### src/design/sfmp_pkg.sv
// Shared types and constants for the symbolic file mode parser.
package sfmp_pkg;

    localparam int BUFFER_BYTES = 256;
    localparam int COUNT_W      = $clog2(BUFFER_BYTES + 1);

    localparam logic [11:0] MODE_MASK = 12'o7777;
    localparam logic [12:0] OCTAL_SAT = 13'o10000;

    localparam logic [1:0] STATUS_OK       = 2'd0;
    localparam logic [1:0] STATUS_INVALID  = 2'd1;
    localparam logic [1:0] STATUS_TOO_LONG = 2'd2;

    typedef enum logic [4:0] {
        K_OCT,
        K_DEC_HI,
        K_U,
        K_G,
        K_O,
        K_A,
        K_PLUS,
        K_MINUS,
        K_EQ,
        K_R,
        K_W,
        K_X,
        K_BIGX,
        K_S,
        K_T,
        K_COMMA,
        K_OTHER
    } kind_t;

    typedef struct packed {
        logic [7:0]  char_code;
        logic        last_char;
        logic [11:0] file_mode;
        logic        is_directory;
    } char_item_t;

    typedef struct packed {
        logic [11:0] result_mode;
        logic [1:0]  status;
    } result_item_t;

    typedef struct packed {
        kind_t       kind;
        logic [2:0]  digit;
        logic        last_char;
        logic [11:0] file_mode;
        logic        is_directory;
    } token_t;

endpackage

### src/design/sfmp_front.sv
// Front end: classify each incoming character into a token for the queue.
module sfmp_front (
    input  logic                char_valid,
    input  sfmp_pkg::char_item_t char_item,
    input  logic                q_full,
    output logic                char_stall,
    output logic                push,
    output sfmp_pkg::token_t    token
);

    sfmp_pkg::kind_t kind;

    always_comb
    begin
        unique case (char_item.char_code) inside
            [8'h30:8'h37]:              kind = sfmp_pkg::K_OCT;
            8'h38, 8'h39:               kind = sfmp_pkg::K_DEC_HI;
            8'h75:                      kind = sfmp_pkg::K_U;      // u
            8'h67:                      kind = sfmp_pkg::K_G;      // g
            8'h6f:                      kind = sfmp_pkg::K_O;      // o
            8'h61:                      kind = sfmp_pkg::K_A;      // a
            8'h2b:                      kind = sfmp_pkg::K_PLUS;
            8'h2d:                      kind = sfmp_pkg::K_MINUS;
            8'h3d:                      kind = sfmp_pkg::K_EQ;
            8'h72:                      kind = sfmp_pkg::K_R;      // r
            8'h77:                      kind = sfmp_pkg::K_W;      // w
            8'h78:                      kind = sfmp_pkg::K_X;      // x
            8'h58:                      kind = sfmp_pkg::K_BIGX;   // X
            8'h73:                      kind = sfmp_pkg::K_S;      // s
            8'h74:                      kind = sfmp_pkg::K_T;      // t
            8'h2c:                      kind = sfmp_pkg::K_COMMA;
            default:                    kind = sfmp_pkg::K_OTHER;
        endcase
    end

    assign token.kind         = kind;
    assign token.digit        = char_item.char_code[2:0];
    assign token.last_char    = char_item.last_char;
    assign token.file_mode    = char_item.file_mode;
    assign token.is_directory = char_item.is_directory;

    assign char_stall = q_full;
    assign push       = char_valid & ~q_full;

endmodule

### src/design/sfmp_queue.sv
// Two-entry token queue between the front end and the parser.
module sfmp_queue (
    input  logic             clk,
    input  logic             rst_n,
    input  logic             push,
    input  sfmp_pkg::token_t push_token,
    input  logic             pop,
    output logic             full,
    output logic             q_valid,
    output sfmp_pkg::token_t q_token
);

    sfmp_pkg::token_t entry_reg [2];
    logic             wr_ptr_reg, wr_ptr_next;
    logic             rd_ptr_reg, rd_ptr_next;
    logic [1:0]       count_reg, count_next;

    assign full    = (count_reg == 2'd2);
    assign q_valid = (count_reg != 2'd0);
    assign q_token = entry_reg[rd_ptr_reg];

    always_comb
    begin
        wr_ptr_next = wr_ptr_reg ^ push;
        rd_ptr_next = rd_ptr_reg ^ pop;
        count_next  = count_reg + {1'b0, push} - {1'b0, pop};
    end

    always_ff @(posedge clk or negedge rst_n)
    begin
        if (!rst_n)
        begin
            wr_ptr_reg <= 1'b0;
            rd_ptr_reg <= 1'b0;
            count_reg  <= 2'd0;
        end
        else
        begin
            wr_ptr_reg <= wr_ptr_next;
            rd_ptr_reg <= rd_ptr_next;
            count_reg  <= count_next;
        end
    end

    always_ff @(posedge clk)
    begin
        if (push)
        begin
            entry_reg[wr_ptr_reg] <= push_token;
        end
    end

endmodule

### src/design/sfmp_back.sv
// Back end: run the mode string parser on each token and register the result.
module sfmp_back (
    input  logic                   clk,
    input  logic                   rst_n,
    input  logic                   q_valid,
    input  sfmp_pkg::token_t       q_token,
    output logic                   pop,
    input  logic                   result_stall,
    output logic                   result_valid,
    output sfmp_pkg::result_item_t result_item
);

    typedef enum logic [2:0] {
        PH_START,
        PH_CLAUSE,
        PH_WHO,
        PH_PERM,
        PH_OCTAL,
        PH_BAD
    } phase_t;

    typedef enum logic [1:0] {
        OP_ADD,
        OP_SUB,
        OP_SET
    } op_t;

    function automatic logic [11:0] spread(input logic [2:0] trio, input logic [2:0] who);
        spread = {3'b000, who[2] ? trio : 3'b000, who[1] ? trio : 3'b000,
                  who[0] ? trio : 3'b000};
    endfunction

    phase_t                        phase_reg, phase_next;
    logic [11:0]                   mode_reg, mode_next;
    logic [2:0]                    who_reg, who_next;
    op_t                           op_reg, op_next;
    logic [11:0]                   change_reg, change_next;
    logic [12:0]                   octal_reg, octal_next;
    logic [sfmp_pkg::COUNT_W-1:0]  count_reg, count_next;
    logic                          dir_reg, dir_next;
    logic                          out_valid_reg, out_valid_next;
    sfmp_pkg::result_item_t        out_item_reg, out_item_next;

    logic                          start;
    logic [11:0]                   base_mode;
    logic                          base_dir;
    logic [2:0]                    who_work;
    op_t                           op_work;
    logic [11:0]                   change_work;
    logic [12:0]                   octal_cur;
    logic [15:0]                   octal_sum;
    logic [sfmp_pkg::COUNT_W-1:0]  count_cur;
    phase_t                        phase_in, phase_work;
    logic [11:0]                   clr_bits;
    logic [11:0]                   applied;
    logic                          too_long;

    assign pop = q_valid & (~q_token.last_char | ~out_valid_reg | ~result_stall);

    assign result_valid = out_valid_reg;
    assign result_item  = out_item_reg;

    always_comb
    begin
        start     = (phase_reg == PH_START);
        base_mode = start ? q_token.file_mode : mode_reg;
        base_dir  = start ? q_token.is_directory : dir_reg;
        who_work  = start ? 3'b000 : who_reg;
        op_work   = start ? OP_ADD : op_reg;
        change_work = start ? 12'd0 : change_reg;
        octal_cur = start ? 13'd0 : octal_reg;
        count_cur = start ? '0 : count_reg;
        octal_sum = 16'd0;
        phase_in  = phase_reg;
        phase_work = phase_reg;

        // The first character picks octal or symbolic form
        if (start)
        begin
            if (q_token.kind == sfmp_pkg::K_OCT || q_token.kind == sfmp_pkg::K_DEC_HI)
            begin
                phase_in = PH_OCTAL;
            end
            else
            begin
                phase_in = PH_CLAUSE;
            end
        end

        unique case (phase_in) inside
            PH_OCTAL:
            begin
                if (q_token.kind == sfmp_pkg::K_OCT)
                begin
                    octal_sum = {octal_cur, 3'b000} + {13'd0, q_token.digit};
                    if (octal_sum > {3'b000, sfmp_pkg::OCTAL_SAT})
                    begin
                        octal_cur = sfmp_pkg::OCTAL_SAT;
                    end
                    else
                    begin
                        octal_cur = octal_sum[12:0];
                    end
                    phase_work = PH_OCTAL;
                end
                else
                begin
                    phase_work = PH_BAD;
                end
            end
            PH_CLAUSE, PH_WHO:
            begin
                case (q_token.kind) inside
                    sfmp_pkg::K_U:
                    begin
                        who_work   = who_work | 3'b100;
                        phase_work = PH_WHO;
                    end
                    sfmp_pkg::K_G:
                    begin
                        who_work   = who_work | 3'b010;
                        phase_work = PH_WHO;
                    end
                    sfmp_pkg::K_O:
                    begin
                        who_work   = who_work | 3'b001;
                        phase_work = PH_WHO;
                    end
                    sfmp_pkg::K_A:
                    begin
                        who_work   = 3'b111;
                        phase_work = PH_WHO;
                    end
                    sfmp_pkg::K_PLUS, sfmp_pkg::K_MINUS, sfmp_pkg::K_EQ:
                    begin
                        op_work = (q_token.kind == sfmp_pkg::K_PLUS)  ? OP_ADD :
                                  (q_token.kind == sfmp_pkg::K_MINUS) ? OP_SUB : OP_SET;
                        if (who_work == 3'b000)
                        begin
                            who_work = 3'b111;
                        end
                        change_work = 12'd0;
                        phase_work  = PH_PERM;
                    end
                    default:
                    begin
                        phase_work = PH_BAD;
                    end
                endcase
            end
            PH_PERM:
            begin
                case (q_token.kind)
                    sfmp_pkg::K_R:  change_work = change_work | spread(3'b100, who_work);
                    sfmp_pkg::K_W:  change_work = change_work | spread(3'b010, who_work);
                    sfmp_pkg::K_X:  change_work = change_work | spread(3'b001, who_work);
                    sfmp_pkg::K_BIGX:
                    begin
                        if (base_dir || (base_mode & 12'o0111) != 12'd0)
                        begin
                            change_work = change_work | spread(3'b001, who_work);
                        end
                    end
                    sfmp_pkg::K_S:
                    begin
                        change_work = change_work | {who_work[2], who_work[1], 10'd0};
                    end
                    sfmp_pkg::K_T:  change_work = change_work | 12'o1000;
                    sfmp_pkg::K_U:  change_work = change_work | spread(base_mode[8:6], who_work);
                    sfmp_pkg::K_G:  change_work = change_work | spread(base_mode[5:3], who_work);
                    sfmp_pkg::K_O:  change_work = change_work | spread(base_mode[2:0], who_work);
                    sfmp_pkg::K_COMMA: phase_work = PH_CLAUSE;
                    default:        phase_work = PH_BAD;
                endcase
            end
            default:
            begin
                phase_work = PH_BAD;
            end
        endcase

        // Apply the open clause to the running mode
        clr_bits = {who_work[2], who_work[1], who_work[0],
                    {3{who_work[2]}}, {3{who_work[1]}}, {3{who_work[0]}}};
        unique case (op_work)
            OP_ADD:  applied = base_mode | change_work;
            OP_SUB:  applied = base_mode & ~change_work;
            OP_SET:  applied = (base_mode & ~clr_bits) | change_work;
            default: applied = base_mode;
        endcase
        applied = applied & sfmp_pkg::MODE_MASK;

        if (count_cur < sfmp_pkg::COUNT_W'(sfmp_pkg::BUFFER_BYTES))
        begin
            count_next = count_cur + 1'b1;
        end
        else
        begin
            count_next = count_cur;
        end
        too_long = (count_next >= sfmp_pkg::COUNT_W'(sfmp_pkg::BUFFER_BYTES));

        mode_next   = base_mode;
        who_next    = who_work;
        op_next     = op_work;
        change_next = change_work;
        octal_next  = octal_cur;
        dir_next    = base_dir;
        phase_next  = phase_work;

        if (phase_in == PH_PERM && q_token.kind == sfmp_pkg::K_COMMA)
        begin
            mode_next   = applied;
            who_next    = 3'b000;
            op_next     = OP_ADD;
            change_next = 12'd0;
        end

        out_item_next.result_mode = 12'd0;
        out_item_next.status      = sfmp_pkg::STATUS_OK;
        if (too_long)
        begin
            out_item_next.status = sfmp_pkg::STATUS_TOO_LONG;
        end
        else if (phase_work == PH_OCTAL)
        begin
            if (octal_cur > {1'b0, sfmp_pkg::MODE_MASK})
            begin
                out_item_next.status = sfmp_pkg::STATUS_INVALID;
            end
            else
            begin
                out_item_next.result_mode = octal_cur[11:0];
            end
        end
        else if (phase_work == PH_PERM)
        begin
            out_item_next.result_mode = applied;
        end
        else if (phase_work == PH_CLAUSE)
        begin
            out_item_next.result_mode = mode_next;
        end
        else
        begin
            out_item_next.status = sfmp_pkg::STATUS_INVALID;
        end

        // End of string: emit and start over
        if (q_token.last_char)
        begin
            phase_next = PH_START;
        end

        if (pop && q_token.last_char)
        begin
            out_valid_next = 1'b1;
        end
        else if (out_valid_reg && !result_stall)
        begin
            out_valid_next = 1'b0;
        end
        else
        begin
            out_valid_next = out_valid_reg;
        end
    end

    always_ff @(posedge clk or negedge rst_n)
    begin
        if (!rst_n)
        begin
            phase_reg     <= PH_START;
            mode_reg      <= 12'd0;
            who_reg       <= 3'b000;
            op_reg        <= OP_ADD;
            change_reg    <= 12'd0;
            octal_reg     <= 13'd0;
            count_reg     <= '0;
            dir_reg       <= 1'b0;
            out_valid_reg <= 1'b0;
            out_item_reg  <= '0;
        end
        else
        begin
            if (pop)
            begin
                phase_reg  <= phase_next;
                mode_reg   <= mode_next;
                who_reg    <= who_next;
                op_reg     <= op_next;
                change_reg <= change_next;
                octal_reg  <= octal_next;
                count_reg  <= count_next;
                dir_reg    <= dir_next;
            end
            if (pop && q_token.last_char)
            begin
                out_item_reg <= out_item_next;
            end
            out_valid_reg <= out_valid_next;
        end
    end

endmodule

### src/design/symbolic_file_mode_parser.sv
// Symbolic and octal file mode parser: evaluates a mode string one character at a time.
//
// The char channel carries one character per transaction; the first character of a
// string also brings the file's current mode and directory flag, and last_char marks
// the end of the string. The result channel carries one transaction per string, the
// new mode and a status (ok, invalid mode, string too long), sent after the last
// character. Characters that are not last give no result.
//
// One character is taken per cycle while the queue has room. A character goes through
// the classifier into a two-entry queue, and the parser takes one token a cycle from it
// unless a last character waits on a stalled result; the result of a string is in the
// output register in the cycle after the parser takes its last character.
//
// When the receiver stalls, the result holds in the output register; the parser keeps
// going through non-final characters and waits only on a final one, and the char side
// stalls once the queue is full. Reset empties the queue, drops any pending result and
// leaves the parser at the start of a string.
module symbolic_file_mode_parser (
    input  logic                   clk,
    input  logic                   rst_n,
    input  logic                   char_valid,
    output logic                   char_stall,
    input  sfmp_pkg::char_item_t   char_item,
    output logic                   result_valid,
    input  logic                   result_stall,
    output sfmp_pkg::result_item_t result_item
);

    logic             q_full;
    logic             push;
    logic             pop;
    logic             q_valid;
    sfmp_pkg::token_t push_token;
    sfmp_pkg::token_t q_token;

    sfmp_front u_front (
        .char_valid (char_valid),
        .char_item  (char_item),
        .q_full     (q_full),
        .char_stall (char_stall),
        .push       (push),
        .token      (push_token)
    );

    sfmp_queue u_queue (
        .clk        (clk),
        .rst_n      (rst_n),
        .push       (push),
        .push_token (push_token),
        .pop        (pop),
        .full       (q_full),
        .q_valid    (q_valid),
        .q_token    (q_token)
    );

    sfmp_back u_back (
        .clk          (clk),
        .rst_n        (rst_n),
        .q_valid      (q_valid),
        .q_token      (q_token),
        .pop          (pop),
        .result_stall (result_stall),
        .result_valid (result_valid),
        .result_item  (result_item)
    );

endmodule
### config.mk
export PLATFORM = sky130hd
export DESIGN_NAME = symbolic_file_mode_parser
export DESIGN_NICKNAME = d
export VERILOG_FILES = /design/src/design/sfmp_pkg.sv /design/src/design/sfmp_front.sv /design/src/design/sfmp_queue.sv /design/src/design/sfmp_back.sv /design/src/design/symbolic_file_mode_parser.sv
export SDC_FILE = /design/constraint.sdc
export NUM_CORES = 1
export LEC_CHECK = 0
export ABC_CLOCK_PERIOD_IN_PS = 5500
export BUFFER_PORTS_ARGS = -buffer_cell sky130_fd_sc_hd__buf_2
export CAP_MARGIN = 10
export CORE_ASPECT_RATIO = 0.8
export CORE_UTILIZATION = 68
export CTS_BUF_LIST = sky130_fd_sc_hd__clkbuf_8
export DETAILED_ROUTE_END_ITERATION = 16
export PLACE_DENSITY = 0.86
export SLEW_MARGIN = 40
export SYNTH_ARGS = -nofsm -noshare
export SYNTH_HDL_FRONTEND = slang
export SYNTH_SLANG_ARGS = --single-unit
### constraint.sdc
create_clock -name clk -period 5.5 [get_ports clk]
set_input_delay 0.275 -clock clk [delete_from_list [all_inputs] [get_ports clk]]
set_output_delay 0.275 -clock clk [all_outputs]
set_load 0.02 [all_outputs]
; Yosys cells after proc, flatten, opt, wreduce, memory -nomap -nowiden
; Memories as Yosys holds them, arrays and structs flattened.
; Cells that the tools add are included.
[classes]
bitwise_logic = 23
muxes = 82
eq_ne = 41
reduce_logical = 18
n_lt_le_gt_ge = 6
add_sub_neg = 4
[ops]
columns = op, count
row1 = 2-to-1 mux 12 bit, 14
row2 = case mux 12 bit (9 select lines), 1
row3 = 2-to-1 mux 3 bit, 29
row4 = == test 8 x 7 -> 1 bit (second input constant), 10
row5 = case mux 5 bit (16 select lines), 1
row6 = bitwise OR 12 x 9 -> 12 bit, 6
row7 = 2-to-1 mux 13 bit, 4
row8 = == test 8 x 6 -> 1 bit (second input constant), 6
row9 = == test 5 x 4 -> 1 bit (second input constant), 8
row10 = bitwise OR 12 bit, 3
row11 = case mux 12 bit (3 select lines), 1
row12 = 2-to-1 mux 2 bit, 15
row13 = AND 12 bit, 2
row14 = inverter 12 bit, 2
row15 = case mux 12 bit (2 select lines), 1
row16 = == test 5 x 3 -> 1 bit (second input constant), 4
row17 = 2-to-1 mux 9 bit, 2
row18 = adder 16 x 3 -> 16 bit, 1
row19 = greater-than comparator 16 x 13 -> 1 bit (second input constant), 1
row20 = 2-to-1 mux 14 bit, 1
row21 = greater-than comparator 13 x 12 -> 1 bit (second input constant), 1
row22 = nonzero test 12 bit, 1
row23 = 2-to-1 mux 1 bit, 11
row24 = == test 5 x 2 -> 1 bit (second input constant), 2
row25 = 29 further kinds, 47
[totals]
reg_bits = 74
out_inout_bits = 16
mem_bits_rw = 44
n_memories = 1
[memory_table]
columns = memory, words, word_bits, rd, rd_ports_with_merged_regs, wr, line
row1 = u_queue.entry_reg, 2, 22, 1, 0, 1, sfmp_queue.sv:13  ; sfmp_pkg::token_t entry_reg [2];

; Depth between registers and ports, before layout
[logic_depth]
ltp_word = 19
depth_mapped = 16
ltp_nobuf = 11

; Hierarchy
; From an unflattened synthesis, not the netlist that was laid out.
[unflattened]
hier_cells = 659
area_unflattened_um2 = 6906.6
[modules_own_cells]
columns = mod, cells_per_inst, area_each_um2, n_inst
row1 = sfmp_back, 498, 4546.9, 1
row2 = sfmp_queue, 84, 1801.7, 1
row3 = sfmp_front, 77, 558.0, 1

; Least setup slack after synthesis
; OpenSTA, ideal clock, no wires.
[synth_path]
path_kind = reg2reg
start = register u_back.phase_reg[0]
end = register u_back.out_item_reg, in the netlist u_back.result_item[7]
stages_incl_launch_ff = 17
setup_ns = 0.087
t_arrival_ns = 3.260
period_less_slack_ns = 3.346
path_buffers = 6
t_required_ns = 5.413
setup_slack_ns = 2.154
cell_sequence = dfrtp_1 > buf_2 > or3_4 > buf_6 > clkbuf_1 > clkbuf_1 > clkbuf_1 > and2_1 > ha_1 > nand3_1 > nor2_1 > o21ai_0 > nand2b_1 > or2_1 > buf_1 > or3_1 > o211ai_1
[synth_via]
elab_chain_len = 19
elab_cells_between_ends = 81
[synth_lines]
columns = element, line
row1 = start: declaration, sfmp_back.sv:33  ; phase_t phase_reg, phase_next;
row2 = start signal: assignment, sfmp_back.sv:288  ; phase_reg <= phase_next;
row3 = branches (longest 18 deep; another with adder 16 x 3 -> 16 bit), -
row4 = 2-to-1 mux 12 bit *, sfmp_back.sv:221  ; if (too_long)
row5 = end signal: assignment, sfmp_back.sv:299  ; out_item_reg <= out_item_next;
row6 = end: declaration, sfmp_back.sv:42  ; sfmp_pkg::result_item_t out_item_reg, out_item_next;
; Every way passes the cells marked *.
; A chain may end at the register's enable or synchronous reset.

; Final worst setup path
[layout_path]
start = register u_queue.rd_ptr_reg
end = register u_queue.count_reg[1]
[layout_via]
elab_chain_len = 6
[layout_lines]
columns = element, line
row1 = start: declaration, sfmp_queue.sv:15  ; logic rd_ptr_reg, rd_ptr_next;
row2 = start signal: assignment, sfmp_queue.sv:40  ; rd_ptr_reg <= rd_ptr_next;
row3 = memory read (2 x 22 bit), -
row4 = inverter 1 bit, sfmp_back.sv:58  ; assign pop = q_valid & (~q_token.last_char | ~out_valid_reg | ~result_stall);
row5 = bitwise OR 1 bit (2 in a row), sfmp_back.sv:58
row6 = AND 1 bit, sfmp_back.sv:58
row7 = subtractor 2 x 1 -> 2 bit, sfmp_queue.sv:26  ; count_next = count_reg + {1'b0, push} - {1'b0, pop};
row8 = named net u_queue.count_next[1], sfmp_queue.sv:16  ; logic [1:0] count_reg, count_next;
row9 = end signal: assignment, sfmp_queue.sv:41  ; count_reg <= count_next;
row10 = end: declaration, sfmp_queue.sv:16
; The timed path passes the listed nets, and every way through them passes these cells.

==> run_summary.xml <==
<?xml version="1.0" encoding="UTF-8"?>
<metrics>
  <group name="outcome">
    <metric name="run_status" unit="">complete, no violations</metric>
  </group>
  <group name="critical_path">
    <metric name="worstPathMaxFanout" unit="">44</metric>
    <metric name="cp-start-kind" unit="">flip-flop</metric>
    <metric name="r2r_end" unit="">u_queue.count_reg[1]</metric>
    <metric name="max_stage_delay" unit="ns">0.83</metric>
    <metric name="path_class" unit="">reg2reg</metric>
    <metric name="cp-end-kind" unit="">flip-flop</metric>
    <metric name="crit_required" unit="ns">5.88</metric>
    <metric name="critPathArrivalTime" unit="ns">4.43</metric>
    <metric name="timing.critical_path.buf_inv" unit="">4</metric>
    <metric name="critical-path-top-delay-family" unit="">buffers and inverters</metric>
    <metric name="setup_slack_on_the_worst_flop_to_flop_path" unit="ns">1.45</metric>
    <metric name="timing.rr.start" unit="">u_queue.rd_ptr_reg</metric>
    <metric name="crit_chain" unit="">buf_4, mux2i_1, o22ai_2, buf_4, clkinv_1, ha_1, inv_1, ha_1, xnor2_1, xnor2_1</metric>
    <metric name="timing.reg2reg.worst_path_depth" unit="">10</metric>
    <metric name="slowest_cell_on_the_critical_path" unit="">sky130_fd_sc_hd__clkinv_1</metric>
  </group>
  <group name="sta">
    <metric name="timing_limited_maximum_frequency" unit="MHz">247</metric>
    <metric name="timing_max_transition_violations_final" unit="">0</metric>
    <metric name="slew_headroom" unit="%">42.4</metric>
    <metric name="final.setup.worst_slack" unit="ns">1.45</metric>
    <metric name="final.min_clock_period" unit="ns">4.05</metric>
    <metric name="whs" unit="ns">0.00880</metric>
    <metric name="tns" unit="ns">0</metric>
    <metric name="layout_worst_path_cycle_share" unit="%">73.7</metric>
    <metric name="finalHoldViolCount" unit="">0</metric>
    <metric name="worst_setup_skew_after_layout" unit="ns">0.0131</metric>
    <metric name="setup_repair_after_global_routing_missed_its_margin" unit="">false</metric>
    <metric name="tightest_slew" unit="ns">0.859</metric>
    <metric name="timing.final.setup_violations" unit="">0</metric>
  </group>
  <group name="global_route">
    <metric name="grt_start_max_net_pins" unit="">75</metric>
    <metric name="first_global_vias" unit="">5439</metric>
    <metric name="antenna_violations_before_repair" unit="">0</metric>
    <metric name="grt_pass1_wl" unit="mm">29.8</metric>
    <metric name="gr-usage-all-layers" unit="%">39.2</metric>
    <metric name="grt.overflow.total" unit="">0</metric>
  </group>
  <group name="power_and_ir_drop">
    <metric name="clkPwrFrac" unit="%">20.6</metric>
    <metric name="power-per-cell-area" unit="nW/um2">522</metric>
    <metric name="maximum_vdd_drop" unit="V">0.000455</metric>
    <metric name="intPower" unit="mW">2.07</metric>
    <metric name="power.switching_fraction" unit="%">45.0</metric>
    <metric name="pwr-share-seq" unit="%">36.1</metric>
    <metric name="p_switching" unit="mW">1.69</metric>
    <metric name="comb_power_share" unit="%">43.3</metric>
    <metric name="total_leakage_power" unit="nW">3.01</metric>
  </group>
  <group name="floorplan">
    <metric name="die_height" unit="um">89.7</metric>
    <metric name="fp.dieArea" unit="um2">10000</metric>
    <metric name="core-area" unit="um2">9190</metric>
    <metric name="initial_core_util" unit="%">71.2</metric>
    <metric name="io_pins" unit="">42</metric>
    <metric name="die_w" unit="um">112</metric>
    <metric name="floorplan.rows" unit="">31</metric>
  </group>
  <group name="clock_network">
    <metric name="clock_latency" unit="ns">0.46</metric>
    <metric name="cts_inserted_buffers" unit="">17</metric>
    <metric name="clock-root-buffer" unit="">sky130_fd_sc_hd__clkbuf_8</metric>
    <metric name="cts_buffer_depth" unit="">2</metric>
    <metric name="clock-sinks" unit="">118</metric>
    <metric name="cts.clk_slew.worst_paths" unit="ns">0.08</metric>
    <metric name="h-tree-depth" unit="">4</metric>
    <metric name="cts-resized-gates" unit="">0</metric>
    <metric name="tritoncts" unit="">built</metric>
  </group>
  <group name="placed_design">
    <metric name="placedCellCount" unit="">773</metric>
    <metric name="dpl.hpwl" unit="mm">13.0</metric>
    <metric name="globalplace.congestion" unit="">0.984</metric>
    <metric name="dp_slack" unit="ns">1.72</metric>
    <metric name="place.port_buffers" unit="">41</metric>
  </group>
  <group name="drt">
    <metric name="dr.first_iter.drc_count" unit="">754</metric>
    <metric name="detailroute.via_count" unit="">5728</metric>
    <metric name="drt_drc_violations_left" unit="">0</metric>
    <metric name="avgViaCountPerCell" unit="">7.09</metric>
    <metric name="ant_nets" unit="">0</metric>
    <metric name="postRouteWirelength" unit="mm">18.7</metric>
    <metric name="drt_pass1_iterations" unit="">6</metric>
    <metric name="avgRoutedWirePerCell" unit="um">23.1</metric>
  </group>
  <group name="finish">
    <metric name="antenna_cells" unit="">0</metric>
    <metric name="layoutNonFillerInstCount" unit="">808</metric>
    <metric name="largest_register_ffs" unit="">44</metric>
    <metric name="drive_above_1_share" unit="%">18.2</metric>
    <metric name="flow.area_growth_from_synthesis" unit="%">10.2</metric>
    <metric name="post_layout_nets" unit="">711</metric>
  </group>
  <group name="logic_synthesis">
    <metric name="largest_family_of_logic_cells_by_synthesized_area" unit="">compound AO/OA/AOI/OAI gates</metric>
    <metric name="synth_edf_count" unit="">44</metric>
    <metric name="syn-instance-count" unit="">646</metric>
    <metric name="synth_cell_type_count" unit="">84</metric>
    <metric name="synth_ff_type" unit="">sky130_fd_sc_hd__dfrtp_1</metric>
    <metric name="ys_ff_latch" unit="">118</metric>
    <metric name="synth_warnings" unit="">0</metric>
    <metric name="asyncSetResetFlopFracSynth" unit="%">62.7</metric>
    <metric name="syn_area_per_cell" unit="um2">10.1</metric>
    <metric name="synth.mux.area_fraction" unit="%">5.83</metric>
    <metric name="synth_xor_xnor_area_share" unit="%">0.536</metric>
    <metric name="post_synth_and_or_nand_nor_area_fraction" unit="%">17.2</metric>
    <metric name="synth_compound_gate_area_share" unit="%">24.0</metric>
    <metric name="synth-seq-area-share" unit="%">48.5</metric>
    <metric name="synthesis.nets" unit="">677</metric>
    <metric name="mappedNetlistArea" unit="um2">6540</metric>
    <metric name="post_synth_fa_ha_maj_area_fraction" unit="%">0.956</metric>
  </group>
  <group name="hold_path">
    <metric name="min_delay_path_depth" unit="">1</metric>
    <metric name="min_to" unit="">u_queue.entry_reg[0][11]</metric>
    <metric name="worst_hold_path_type" unit="">in2reg</metric>
    <metric name="hold_start" unit="">char_item[11]</metric>
  </group>
  <group name="run">
    <metric name="maxCapViolCount" unit="">0</metric>
  </group>
</metrics>
-- metal layers --
layer	up-vias	part of all wire [%]	global-route usage [%]	wire length, um
li1	2544	-	-	-
met1	2742	42	56.6	7920
met2	381	42	54.5	7880
met3	61	11	10.6	2040
met4	0	4.3	19.5	808
met5	-	0	0	0
-- layout make-up --
type	instances	area, um2
timing repair buffer	47	264
sequential	118	3170
tap	115	144
inverter	12	45.0
clock inverter	15	144
clock buffer	17	234
fill	597	1990
multi-input combinational	484	3200
-- synthesized netlist by cell type (all sizes together) (5+ instances only) --
cell,count,area share (%)
a21boi,5,0.57
a21o,7,0.80
a21oi,36,2.8
a221o,7,1.1
a22o,22,2.9
a22oi,16,2.1
a2bb2oi,6,0.90
a31oi,10,0.96
a32o,7,1.1
and2,6,0.57
and3,7,0.67
buf,10,1.1
clkbuf,22,1.3
dfrtp,74,28
edfxtp,44,20
ha,5,0.96
inv,12,0.69
mux2,16,2.9
mux2i,19,2.9
nand2,92,5.3
nand2b,7,0.67
nand3,10,0.77
nand4,5,0.48
nor2,37,2.2
nor2b,8,0.77
nor3,13,1.2
o21ai,53,4.1
o22ai,9,0.96
o31ai,9,1.0
or4,5,0.63
-- worst max path at each step --
| stage | start | to | slack (ns) | cells past startpoint |
|---|---|---|---|---|
| floorplan | u_back.phase_reg[0] | u_back.result_item[7] | 2.15 | 16 |
| global placement | u_queue.rd_ptr_reg | u_back.octal_reg[4] | 1.93 | 8 |
| detailed placement | u_queue.rd_ptr_reg | u_back.octal_reg[10] | 1.72 | 8 |
| CTS | u_queue.rd_ptr_reg | u_back.octal_reg[10] | 1.72 | 8 |
| global route | u_queue.rd_ptr_reg | u_queue.count_reg[1] | 1.28 | 10 |
| finish | u_queue.rd_ptr_reg | u_queue.count_reg[1] | 1.45 | 10 |
-- placed cells by master (no fill, tap or decap), types with 8 or more instances in the layout --
| master | instances |
|---|---|
| sky130_fd_sc_hd__nor2_1 | 35 |
| sky130_fd_sc_hd__mux2i_1 | 19 |
| sky130_fd_sc_hd__edfxtp_1 | 44 |
| sky130_fd_sc_hd__dfrtp_1 | 74 |
| sky130_fd_sc_hd__a22o_1 | 22 |
| sky130_fd_sc_hd__a22oi_1 | 14 |
| sky130_fd_sc_hd__nand2_1 | 92 |
| sky130_fd_sc_hd__nor3_1 | 10 |
| sky130_fd_sc_hd__nand3_1 | 10 |
| sky130_fd_sc_hd__mux2_2 | 13 |
| sky130_fd_sc_hd__clkbuf_8 | 17 |
| sky130_fd_sc_hd__o31ai_1 | 9 |
| sky130_fd_sc_hd__inv_1 | 12 |
| sky130_fd_sc_hd__o21ai_0 | 50 |
| sky130_fd_sc_hd__a21oi_1 | 36 |
| sky130_fd_sc_hd__nor2b_1 | 8 |
| sky130_fd_sc_hd__a31oi_1 | 10 |
| sky130_fd_sc_hd__buf_2 | 40 |
-- worst reg2reg max path: stages, from the launching register on --
cell and delay, ns:
sky130_fd_sc_hd__dfrtp_1 0.80, sky130_fd_sc_hd__buf_4 0.44, sky130_fd_sc_hd__mux2i_1 0.17, sky130_fd_sc_hd__o22ai_2 0.13, sky130_fd_sc_hd__buf_4 0.43, sky130_fd_sc_hd__clkinv_1 0.84
sky130_fd_sc_hd__ha_1 0.63, sky130_fd_sc_hd__inv_1 0.05, sky130_fd_sc_hd__ha_1 0.20, sky130_fd_sc_hd__xnor2_1 0.16, sky130_fd_sc_hd__xnor2_1 0.14
-- power groups by stage --
stage | Clock [mW] | Combinational [mW] | Sequential, mW
floorplan | 0 | 1.15 | 1.30
global placement | 0 | 1.51 | 1.34
detailed placement | 0 | 1.56 | 1.36
CTS | 0.769 | 1.57 | 1.34
global route | 0.804 | 1.73 | 1.38
finish | 0.774 | 1.63 | 1.36
-- through the flow --
| step | instance area (um2) | utilization (%) | total power, mW |
|---|---|---|---|
| after floorplan | 6540 | - | 2.45 |
| after global placement | 6770 | 73.6 | 2.86 |
| after detailed placement | 6790 | 73.9 | 2.92 |
| after CTS | 7200 | 78.3 | 3.68 |
| after global routing | 7210 | 78.4 | 3.91 |
| final | 7210 | 78.4 | 3.76 |
-- kinds of logic (layout without fill, tap and decap cells) --
| family | after synthesis | in the layout |
|---|---|---|
| xor gates and xnor gates | 4 | 4 |
| DFF | 118 | 118 |
| AOI/OAI and AO/OA | 220 | 220 |
| and+or+nand+nor | 220 | 220 |
| buffers and inverters | 44 | 91 |
| adders and majority gates | 5 | 5 |
| muxes | 35 | 35 |
-- what timing repair did --
item / 4_1_cts / 5_1_grt
endpoints found under the hold margin: 78 / 0
hold buffers: 3 / 0
setup buffers: 0 / 0
(Power assumes the default switching activity.)
